## config.mk

```make
export PLATFORM = sky130hd
export DESIGN_NAME = double_step_line_rasterizer_top
export DESIGN_NICKNAME = d
export VERILOG_FILES = /design/src/hw/rtl/dslr_pkg.sv /design/src/hw/rtl/double_step_line_rasterizer_top.sv
export SDC_FILE = /design/constraint.sdc
export NUM_CORES = 1
export LEC_CHECK = 0
export ABC_AREA = 1
export BUFFER_PORTS_ARGS = -buffer_cell sky130_fd_sc_hd__buf_4
export CORE_ASPECT_RATIO = 1.75
export CORE_MARGIN = 1.5
export CORE_UTILIZATION = 40
export CTS_CLUSTER_SIZE = 30
export DETAILED_ROUTE_END_ITERATION = 16
export PLACE_DENSITY = 0.55
export SYNTH_ARGS = -nofsm -noshare
export SYNTH_HDL_FRONTEND = slang
export SYNTH_SLANG_ARGS = --single-unit
```

## constraint.sdc

```tcl
create_clock -name clock -period 11.8 [get_ports clock]
set_input_delay 1.77 -clock clock [delete_from_list [all_inputs] [get_ports clock]]
set_output_delay 1.77 -clock clock [all_outputs]
set_load 0.02 [all_outputs]
```

## src/hw/rtl/dslr_pkg.sv

```systemverilog
// types and constants shared by the double-step line rasterizer
`default_nettype none

package dslr_pkg;

   localparam int COORD_BITS = 12;
   localparam int EXT_BITS   = 5;
   localparam int DEC_BITS   = COORD_BITS + EXT_BITS;
   localparam int STEP_BITS  = COORD_BITS - 2;
   localparam int COLOR_BITS = 16;
   localparam int MAX_RESULTS = 4;
   localparam int CNT_BITS   = 3;

   typedef enum logic {
      OP_START   = 1'b0,
      OP_ADVANCE = 1'b1
   } op_type;

   typedef struct packed {
      op_type                        opcode;
      logic signed [COORD_BITS-1:0]  x_start;
      logic signed [COORD_BITS-1:0]  y_start;
      logic signed [COORD_BITS-1:0]  x_end;
      logic signed [COORD_BITS-1:0]  y_end;
      logic [COLOR_BITS-1:0]         color;
   } req_type;

   typedef struct packed {
      logic signed [COORD_BITS-1:0]  pixel_x;
      logic signed [COORD_BITS-1:0]  pixel_y;
      logic [COLOR_BITS-1:0]         pixel_color;
      logic                          pixel_valid;
      logic                          last_of_run;
      logic                          line_done;
   } rsp_type;

endpackage

`default_nettype wire

```

## src/hw/rtl/double_step_line_rasterizer_top.sv

```systemverilog
// symmetric double-step line rasterizer: setup, double steps, tail and result buffer
//
// A start item latches two endpoints and a color and gives both endpoints as results (one
// result for a zero-length line). Each advance item then takes one double step and gives four
// pixels, two walking forward from the first end and two walking back from the second. The
// advance after the last double step gives the 0 to 3 tail pixels and a bare line_done result,
// and the block goes idle; an advance while idle is taken and gives nothing. All work for an
// item is done in the cycle it is accepted and its 0 to 4 results are written to a four-entry
// result buffer, so the first result appears the cycle after acceptance. The result port moves
// one result per cycle while rsp_ready is high, and the next item is taken once the buffer is
// empty or in the cycle the previous item's last result leaves.
`default_nettype none

module double_step_line_rasterizer_top (
   input  wire logic             clock,
   input  wire logic             reset,
   input  wire logic             req_valid,
   output logic                  req_ready,
   input  wire dslr_pkg::req_type req_item,
   output logic                  rsp_valid,
   input  wire logic             rsp_ready,
   output dslr_pkg::rsp_type     rsp_item
);

   localparam int C = dslr_pkg::COORD_BITS;
   localparam int D = dslr_pkg::DEC_BITS;
   localparam int S = dslr_pkg::STEP_BITS;
   localparam int N = dslr_pkg::MAX_RESULTS;
   localparam int K = dslr_pkg::CNT_BITS;

   // line state
   logic [C-1:0]                   front_x_ff, front_y_ff, back_x_ff, back_y_ff;
   logic [C-1:0]                   front_x_in, front_y_in, back_x_in, back_y_in;
   logic signed [D-1:0]            decision_ff, inc_one_ff, inc_two_ff, bound_ff;
   logic signed [D-1:0]            decision_in, inc_one_in, inc_two_in, bound_in;
   logic [S-1:0]                   steps_ff, steps_in;
   logic [1:0]                     tail_ff, tail_in;
   logic                           ymaj_ff, steep_ff, xneg_ff, yneg_ff;
   logic                           ymaj_in, steep_in, xneg_in, yneg_in;
   logic [dslr_pkg::COLOR_BITS-1:0] color_ff, color_in;
   logic                           active_ff, active_in;

   // result buffer
   dslr_pkg::rsp_type              buf_ff [N];
   dslr_pkg::rsp_type              buf_in [N];
   logic [K-1:0]                   cnt_ff, cnt_in;
   logic [K-1:0]                   new_n;
   dslr_pkg::rsp_type              ent [N];

   logic                           req_fire, rsp_fire;

   function automatic logic [C-1:0] scale(input logic [C-1:0] u, input logic [1:0] k);
      logic [C-1:0] r;
      case (k)
         2'd0:    r = '0;
         2'd1:    r = u;
         2'd2:    r = u << 1;
         default: r = u + (u << 1);
      endcase
      return r;
   endfunction

   function automatic logic [C-1:0] offs(input logic [C-1:0] base, input logic [C-1:0] umaj,
                                         input logic [C-1:0] umin, input logic [1:0] kmaj,
                                         input logic [1:0] kmin, input logic back);
      logic [C-1:0] d;
      d = scale(umaj, kmaj) + scale(umin, kmin);
      return back ? base - d : base + d;
   endfunction

   function automatic dslr_pkg::rsp_type pix(input logic [C-1:0] x, input logic [C-1:0] y,
                                             input logic [dslr_pkg::COLOR_BITS-1:0] col);
      dslr_pkg::rsp_type r;
      r.pixel_x     = x;
      r.pixel_y     = y;
      r.pixel_color = col;
      r.pixel_valid = 1'b1;
      r.last_of_run = 1'b0;
      r.line_done   = 1'b0;
      return r;
   endfunction

   assign rsp_valid = (cnt_ff != '0);
   assign rsp_item  = buf_ff[0];
   assign rsp_fire  = rsp_valid && rsp_ready;
   assign req_ready = (cnt_ff == '0) || ((cnt_ff == K'(1)) && rsp_ready);
   assign req_fire  = req_valid && req_ready;

   // setup for a start item
   logic signed [C:0]   dx_w, dy_w;
   logic [C:0]          adx_w, ady_w;
   logic [C-1:0]        adx, ady, maj, mnr, maj_m1;
   logic signed [D-1:0] majd, mnrd, inc2_s, pb_s, inc1_s, dec_s;
   logic                xmajor;

   always_comb begin
      dx_w   = {req_item.x_end[C-1], req_item.x_end} - {req_item.x_start[C-1], req_item.x_start};
      dy_w   = {req_item.y_end[C-1], req_item.y_end} - {req_item.y_start[C-1], req_item.y_start};
      adx_w  = dx_w[C] ? (~dx_w + 1'b1) : dx_w;
      ady_w  = dy_w[C] ? (~dy_w + 1'b1) : dy_w;
      adx    = adx_w[C-1:0];
      ady    = ady_w[C-1:0];
      xmajor = adx > ady;
      maj    = xmajor ? adx : ady;
      mnr    = xmajor ? ady : adx;
      maj_m1 = maj - 1'b1;
      majd   = signed'({{dslr_pkg::EXT_BITS{1'b0}}, maj});
      mnrd   = signed'({{dslr_pkg::EXT_BITS{1'b0}}, mnr});
      inc2_s = (mnrd <<< 2) - (majd <<< 1);
      pb_s   = inc2_s[D-1] ? (mnrd <<< 1) : ((mnrd - majd) <<< 1);
      inc1_s = pb_s <<< 1;
      dec_s  = inc2_s[D-1] ? (inc1_s - majd) : (inc1_s + majd);
   end

   // unit steps along the major and minor axes
   logic [C-1:0] sx_u, sy_u, umaj_x, umaj_y, umin_x, umin_y;

   always_comb begin
      sx_u   = xneg_ff ? '1 : C'(1);
      sy_u   = yneg_ff ? '1 : C'(1);
      umaj_x = ymaj_ff ? '0 : sx_u;
      umaj_y = ymaj_ff ? sy_u : '0;
      umin_x = ymaj_ff ? sx_u : '0;
      umin_y = ymaj_ff ? '0 : sy_u;
   end

   // pattern selection for a double step and for the tail
   logic       dec_neg, dec_pos, dec_lt, dec_gt;
   logic       first_inc, m1, m2, f1, f2, bk;
   logic [1:0] msum, fsum;

   always_comb begin
      dec_neg = decision_ff < 0;
      dec_pos = decision_ff > 0;
      dec_lt  = decision_ff < bound_ff;
      dec_gt  = decision_ff > bound_ff;
      if (!steep_ff) begin
         first_inc = dec_neg;
         m1        = !dec_neg && !dec_lt;
         m2        = !dec_neg && dec_lt;
         f1        = !dec_neg && !dec_lt;
         f2        = !dec_neg && dec_lt;
         bk        = !dec_neg && !dec_lt;
      end else begin
         first_inc = dec_pos;
         m1        = dec_pos || !dec_lt;
         m2        = dec_pos || dec_lt;
         f1        = dec_pos || !dec_lt;
         f2        = dec_pos || dec_lt;
         bk        = dec_pos || (!dec_lt && dec_gt);
      end
      msum = {1'b0, m1} + {1'b0, m2};
      fsum = {1'b0, f1} + {1'b0, f2};
   end

   // next state and results of the accepted item
   dslr_pkg::rsp_type tp [N];
   dslr_pkg::rsp_type done_r;

   always_comb begin
      front_x_in  = front_x_ff;
      front_y_in  = front_y_ff;
      back_x_in   = back_x_ff;
      back_y_in   = back_y_ff;
      decision_in = decision_ff;
      inc_one_in  = inc_one_ff;
      inc_two_in  = inc_two_ff;
      bound_in    = bound_ff;
      steps_in    = steps_ff;
      tail_in     = tail_ff;
      ymaj_in     = ymaj_ff;
      steep_in    = steep_ff;
      xneg_in     = xneg_ff;
      yneg_in     = yneg_ff;
      color_in    = color_ff;
      active_in   = active_ff;
      new_n       = '0;
      done_r      = '0;
      done_r.line_done = 1'b1;
      for (int i = 0; i < N; i++) begin
         ent[i] = '0;
         tp[i]  = '0;
      end

      if (req_item.opcode == dslr_pkg::OP_START) begin
         front_x_in  = req_item.x_start;
         front_y_in  = req_item.y_start;
         back_x_in   = req_item.x_end;
         back_y_in   = req_item.y_end;
         decision_in = dec_s;
         inc_one_in  = inc1_s;
         inc_two_in  = inc2_s;
         bound_in    = pb_s;
         ymaj_in     = !xmajor;
         steep_in    = !inc2_s[D-1];
         xneg_in     = dx_w[C];
         yneg_in     = dy_w[C];
         color_in    = req_item.color;
         active_in   = 1'b1;
         ent[0]      = pix(req_item.x_start, req_item.y_start, req_item.color);
         ent[1]      = pix(req_item.x_end, req_item.y_end, req_item.color);
         if (maj == '0) begin
            steps_in = '0;
            tail_in  = '0;
            new_n    = K'(1);
         end else begin
            steps_in = maj_m1[C-1:2];
            tail_in  = maj_m1[1:0];
            new_n    = K'(2);
         end
      end else if (active_ff) begin
         if (steps_ff != '0) begin
            ent[0] = pix(offs(front_x_ff, umaj_x, umin_x, 2'd1, {1'b0, m1}, 1'b0),
                         offs(front_y_ff, umaj_y, umin_y, 2'd1, {1'b0, m1}, 1'b0), color_ff);
            ent[1] = pix(offs(front_x_ff, umaj_x, umin_x, 2'd2, msum, 1'b0),
                         offs(front_y_ff, umaj_y, umin_y, 2'd2, msum, 1'b0), color_ff);
            ent[2] = pix(offs(back_x_ff, umaj_x, umin_x, 2'd1, {1'b0, m1}, 1'b1),
                         offs(back_y_ff, umaj_y, umin_y, 2'd1, {1'b0, m1}, 1'b1), color_ff);
            ent[3] = pix(offs(back_x_ff, umaj_x, umin_x, 2'd2, msum, 1'b1),
                         offs(back_y_ff, umaj_y, umin_y, 2'd2, msum, 1'b1), color_ff);
            front_x_in  = ent[1].pixel_x;
            front_y_in  = ent[1].pixel_y;
            back_x_in   = ent[3].pixel_x;
            back_y_in   = ent[3].pixel_y;
            decision_in = decision_ff + (first_inc ? inc_one_ff : inc_two_ff);
            steps_in    = steps_ff - 1'b1;
            new_n       = K'(N);
         end else begin
            tp[0] = pix(offs(front_x_ff, umaj_x, umin_x, 2'd1, {1'b0, f1}, 1'b0),
                        offs(front_y_ff, umaj_y, umin_y, 2'd1, {1'b0, f1}, 1'b0), color_ff);
            tp[1] = pix(offs(front_x_ff, umaj_x, umin_x, 2'd2, fsum, 1'b0),
                        offs(front_y_ff, umaj_y, umin_y, 2'd2, fsum, 1'b0), color_ff);
            tp[2] = pix(offs(back_x_ff, umaj_x, umin_x, 2'd1, {1'b0, bk}, 1'b1),
                        offs(back_y_ff, umaj_y, umin_y, 2'd1, {1'b0, bk}, 1'b1), color_ff);
            for (int i = 0; i < N; i++) begin
               if (2'(i) < tail_ff && i < N - 1) begin
                  ent[i] = tp[i];
               end else if (i == int'(tail_ff)) begin
                  ent[i] = done_r;
               end
            end
            new_n     = K'(tail_ff) + K'(1);
            tail_in   = '0;
            active_in = 1'b0;
         end
      end

      for (int i = 0; i < N; i++) begin
         ent[i].last_of_run = (new_n != '0) && (K'(i) == new_n - K'(1));
      end
   end

   // result buffer: load on accept, shift on each taken result
   always_comb begin
      cnt_in = cnt_ff;
      for (int i = 0; i < N; i++) begin
         buf_in[i] = buf_ff[i];
      end
      if (req_fire) begin
         cnt_in = new_n;
         for (int i = 0; i < N; i++) begin
            buf_in[i] = ent[i];
         end
      end else if (rsp_fire) begin
         cnt_in = cnt_ff - K'(1);
         for (int i = 0; i < N - 1; i++) begin
            buf_in[i] = buf_ff[i+1];
         end
      end
   end

   always_ff @(posedge clock) begin
      if (reset) begin
         cnt_ff    <= '0;
         active_ff <= 1'b0;
         steps_ff  <= '0;
         tail_ff   <= '0;
      end else begin
         cnt_ff <= cnt_in;
         if (req_fire) begin
            active_ff <= active_in;
            steps_ff  <= steps_in;
            tail_ff   <= tail_in;
         end
      end
   end

   always_ff @(posedge clock) begin
      for (int i = 0; i < N; i++) begin
         buf_ff[i] <= buf_in[i];
      end
      if (req_fire) begin
         front_x_ff  <= front_x_in;
         front_y_ff  <= front_y_in;
         back_x_ff   <= back_x_in;
         back_y_ff   <= back_y_in;
         decision_ff <= decision_in;
         inc_one_ff  <= inc_one_in;
         inc_two_ff  <= inc_two_in;
         bound_ff    <= bound_in;
         ymaj_ff     <= ymaj_in;
         steep_ff    <= steep_in;
         xneg_ff     <= xneg_in;
         yneg_ff     <= yneg_in;
         color_ff    <= color_in;
      end
   end

   // checks
   a_cnt_range: assert property (@(posedge clock) disable iff (reset)
      cnt_ff <= K'(N))
      else $error("result buffer count out of range");

   a_last_at_end: assert property (@(posedge clock) disable iff (reset)
      rsp_valid && rsp_item.last_of_run |-> cnt_ff == K'(1))
      else $error("last_of_run not on final buffered item");

   a_done_bare: assert property (@(posedge clock) disable iff (reset)
      rsp_valid && rsp_item.line_done |-> !rsp_item.pixel_valid && rsp_item.last_of_run)
      else $error("line_done item carries a pixel or is not last");

   a_start_out: assert property (@(posedge clock) disable iff (reset)
      req_fire && req_item.opcode == dslr_pkg::OP_START |=> rsp_valid && active_ff)
      else $error("start item gave no result");

   a_idle_adv: assert property (@(posedge clock) disable iff (reset)
      req_fire && req_item.opcode == dslr_pkg::OP_ADVANCE && !active_ff |=> !rsp_valid)
      else $error("advance while idle gave a result");

endmodule

`default_nettype wire
```

==> summary.txt <==
most common cell after layout, fill and taps aside - nand2_1
Distinct cells, synth - 73
Finished Layout Cells - 4405
cts repair resizes - 0
H-Tree Depth - 2
number of I/O port buffers - 113
first-pass GRT wire length - 131000 µm
Setup crit end kind - flip-flop
r2r worst-path depth - 35
DIE HEIGHT - 348 µm
Rel. slew slack - 0.372
largest family of logic cells by synthesized area - adder cells
flop-to-flop setup slack - 4050 ps
post-route ant nets - 0
crit share post-route - 0.828
placed cells - 4343
Yosys warning count - 0
top cells by area, synth - edfxtp_1 31%, ha_1 13%, nand2_1 8.9%, fa_1 7.1%, inv_1 6.8%
Total Wirelength - 85900 µm
Yosys top cell area share - 0.314
via count - 22.9k
IO Pins - 114
Setup CP Type - in2reg
antenna cell count - 0
HP Class - reg2reg
pin count of the biggest net entering global routing - 91
Total GRT Usage - 0.246
Worst EP arrival - 10090 ps
CTS Hold Buffers Added - 0
synthesized flop and latch total - 301
CTS tree - yes
multiplexer share of the synthesized area - 0.000413
Via-to-Cell Ratio - 5.19
Worst-path clk slew - 60 ps
row cnt - 126
Num CTS Buffers - 35
crit path launch type - input pin
die area - 69800 µm²
endpoints failing setup - 0
Slew Viols, Final - 0
Setup Skew - 16.9 ps
drt first pass iters - 5
GRT Residual Overflow - 0
status - finished clean
r2r endpoint - buf_ff[1][29]$_DFFE_PP_
Root Driver - clkbuf_16
initial core utilization - 0.404
Slew @ Worst Pin - 941 ps
r2r startpoint - decision_ff[2]$_DFFE_PP_
initial antenna violation count - 2
vias in the first global route - 23.1k
DRC violations left - 0
RSZ-0062 raised after global routing - no
Fmax - 102 MHz
adder-cell area share of the yosys netlist - 0.196
post-synthesis cell area - 27300 µm²
Max-Cap Viols - 0
slowest stage cell, crit path - fa_1
cell count after synthesis - 3385
largest area contributor in the netlist - edfxtp_1
crit-path max FO - 42
CP required - 12120 ps
Post-Synth Simple-Gate Area - 0.192
Final #Nets - 3923
Final HPWL DP - 68300 µm
dpl ws - 1570 ps
Post-Syn Area per Cell - 8.06 µm²
hold_sp - cnt_ff[1]$_SDFFE_PP0P_
CTS sink count - 301
share of cells above drive strength 1 - 0.0892
setup TNS - 0 ps
Async SR Flop Fraction - 0
depth of the worst hold-timing path - 2
setup ws final - 2030 ps
Core ar. - 67500 µm²
xor and xnor area share after synthesis - 0.0494
compound-cell area share of the yosys netlist - 0.151
cell repeated most along the worst path - nand2_1
postcts setup bufs - 0
minimum clock period - 9770 ps
hold endpoint - cnt_ff[1]$_SDFFE_PP0P_
CP peak stage delay - 470 ps
Routed WL per cell - 19.5 µm
Post-synth top flop - edfxtp_1
P&R area growth vs syn - 10.6%
die width - 200 µm
most frequent cells in the layout - 643 x nand2_1, 487 x inv_1, 360 x nor2_1
gpl congestion - 0.933
number of flops mapped to enable cells by yosys - 285
drt initial violations - 1133
register area share after synthesis - 0.325
Fin. Hold Viols - 0
clk_lat worst skew - 570 ps
Max Buffers Root-to-Sink - 3
sequential cells by signal, indices dropped and copies added (netlist names):
signal	cells
back_x_ff	12
active_ff	1
inc_two_ff	14
front_x_ff	12
back_y_ff	12
cnt_ff	3
bound_ff	14
steps_ff	10
buf_ff	172
front_y_ff	12
yneg_ff	1
tail_ff	2
ymaj_ff	1
xneg_ff	1
color_ff	16
steep_ff	1
decision_ff	17
metrics by stage:
step,hold WS [ps],utilization,area (µm²)
floorplan,445,-,27300
global placement,456,0.432,29100
detailed placement,458,0.432,29100
CTS,468,0.447,30200
global route,500,0.447,30200
finish,463,0.447,30200
synthesized netlist by cell type (4+ instances only):
| cell type | n |
|---|---|
| a211oi_1 | 9 |
| a21o_1 | 11 |
| a21oi_1 | 286 |
| a221oi_1 | 5 |
| a31oi_1 | 28 |
| a32o_1 | 11 |
| buf_1 | 9 |
| buf_6 | 8 |
| clkbuf_1 | 59 |
| dfxtp_1 | 16 |
| edfxtp_1 | 285 |
| fa_1 | 97 |
| ha_1 | 273 |
| inv_1 | 491 |
| inv_2 | 27 |
| nand2_1 | 644 |
| nand2_2 | 29 |
| nand2_4 | 4 |
| nand3_1 | 111 |
| nand3_2 | 8 |
| nand3b_1 | 7 |
| nand4_1 | 18 |
| nor2_1 | 364 |
| nor2_2 | 5 |
| nor3_1 | 35 |
| nor4_1 | 4 |
| o211ai_1 | 8 |
| o21a_1 | 7 |
| o21ai_0 | 188 |
| o21ai_1 | 38 |
| o21ai_2 | 16 |
| o21bai_1 | 27 |
| o22ai_1 | 20 |
| o311ai_0 | 4 |
| o31ai_1 | 22 |
| o32ai_1 | 5 |
| or2_2 | 7 |
| xnor2_1 | 51 |
| xor2_1 | 98 |
final cells by class:
class	instances	area, µm²
multi-input combinational	2485	16100
clock inverter	11	85.1
timing repair buffer	141	1060
clock buffer	51	966
sequential	301	8880
fill	6974	37300
tap	896	1120
inverter	520	1960
layer usage:
| layer | track usage | up-vias | share of wire |
|---|---|---|---|
| met1 | 0.268 | 10752 | 0.39 |
| met2 | 0.460 | 456 | 0.52 |
| met4 | 0.152 | 0 | 0.068 |
| li1 | - | 11491 | - |
| met3 | 0.0177 | 179 | 0.025 |
| met5 | 0 | - | 0 |
how the worst max path moves through the flow:
| stage | from | to | slack, ps | depth (start not counted) |
|---|---|---|---|---|
| 6_report | req_item[16] | decision_ff[14]$_DFFE_PP_ | 2030 | 50 |
| 5_1_grt | req_item[16] | decision_ff[12]$_DFFE_PP_ | 1280 | 49 |
| 4_1_cts | req_item[16] | decision_ff[14]$_DFFE_PP_ | 2140 | 50 |
| 3_5_place_dp | req_item[16] | decision_ff[14]$_DFFE_PP_ | 1570 | 50 |
| 3_3_place_gp | req_item[16] | decision_ff[14]$_DFFE_PP_ | 1620 | 50 |
| 2_1_floorplan | req_item[28] | decision_ff[14]$_DFFE_PP_ | 3060 | 57 |
kinds of logic (layout without fill, tap and decap cells):
logic type                 after synthesis  count (layout)
muxes                                    1               1
other                                    1               2
adders and majority gates              370             370
and+or+nand+nor                       1252            1252
buffers and inverters                  600             723
AOI/OAI and AO/OA                      709             709
xor gates and xnor gates               151             151
DFF                                    301             301
critical path: cells and delay by family:
family	cells	cell delay, ps
AO/OA/AOI/OAI	9	1880
XOR/XNOR	1	320
adder cells (fa/ha/maj)	6	1870
buffers and inverters	7	850
AND/OR/NAND/NOR	27	3330
Power is not shown: default switching activity piles up to over one toggle a cycle in this logic, so the estimate is an artifact.
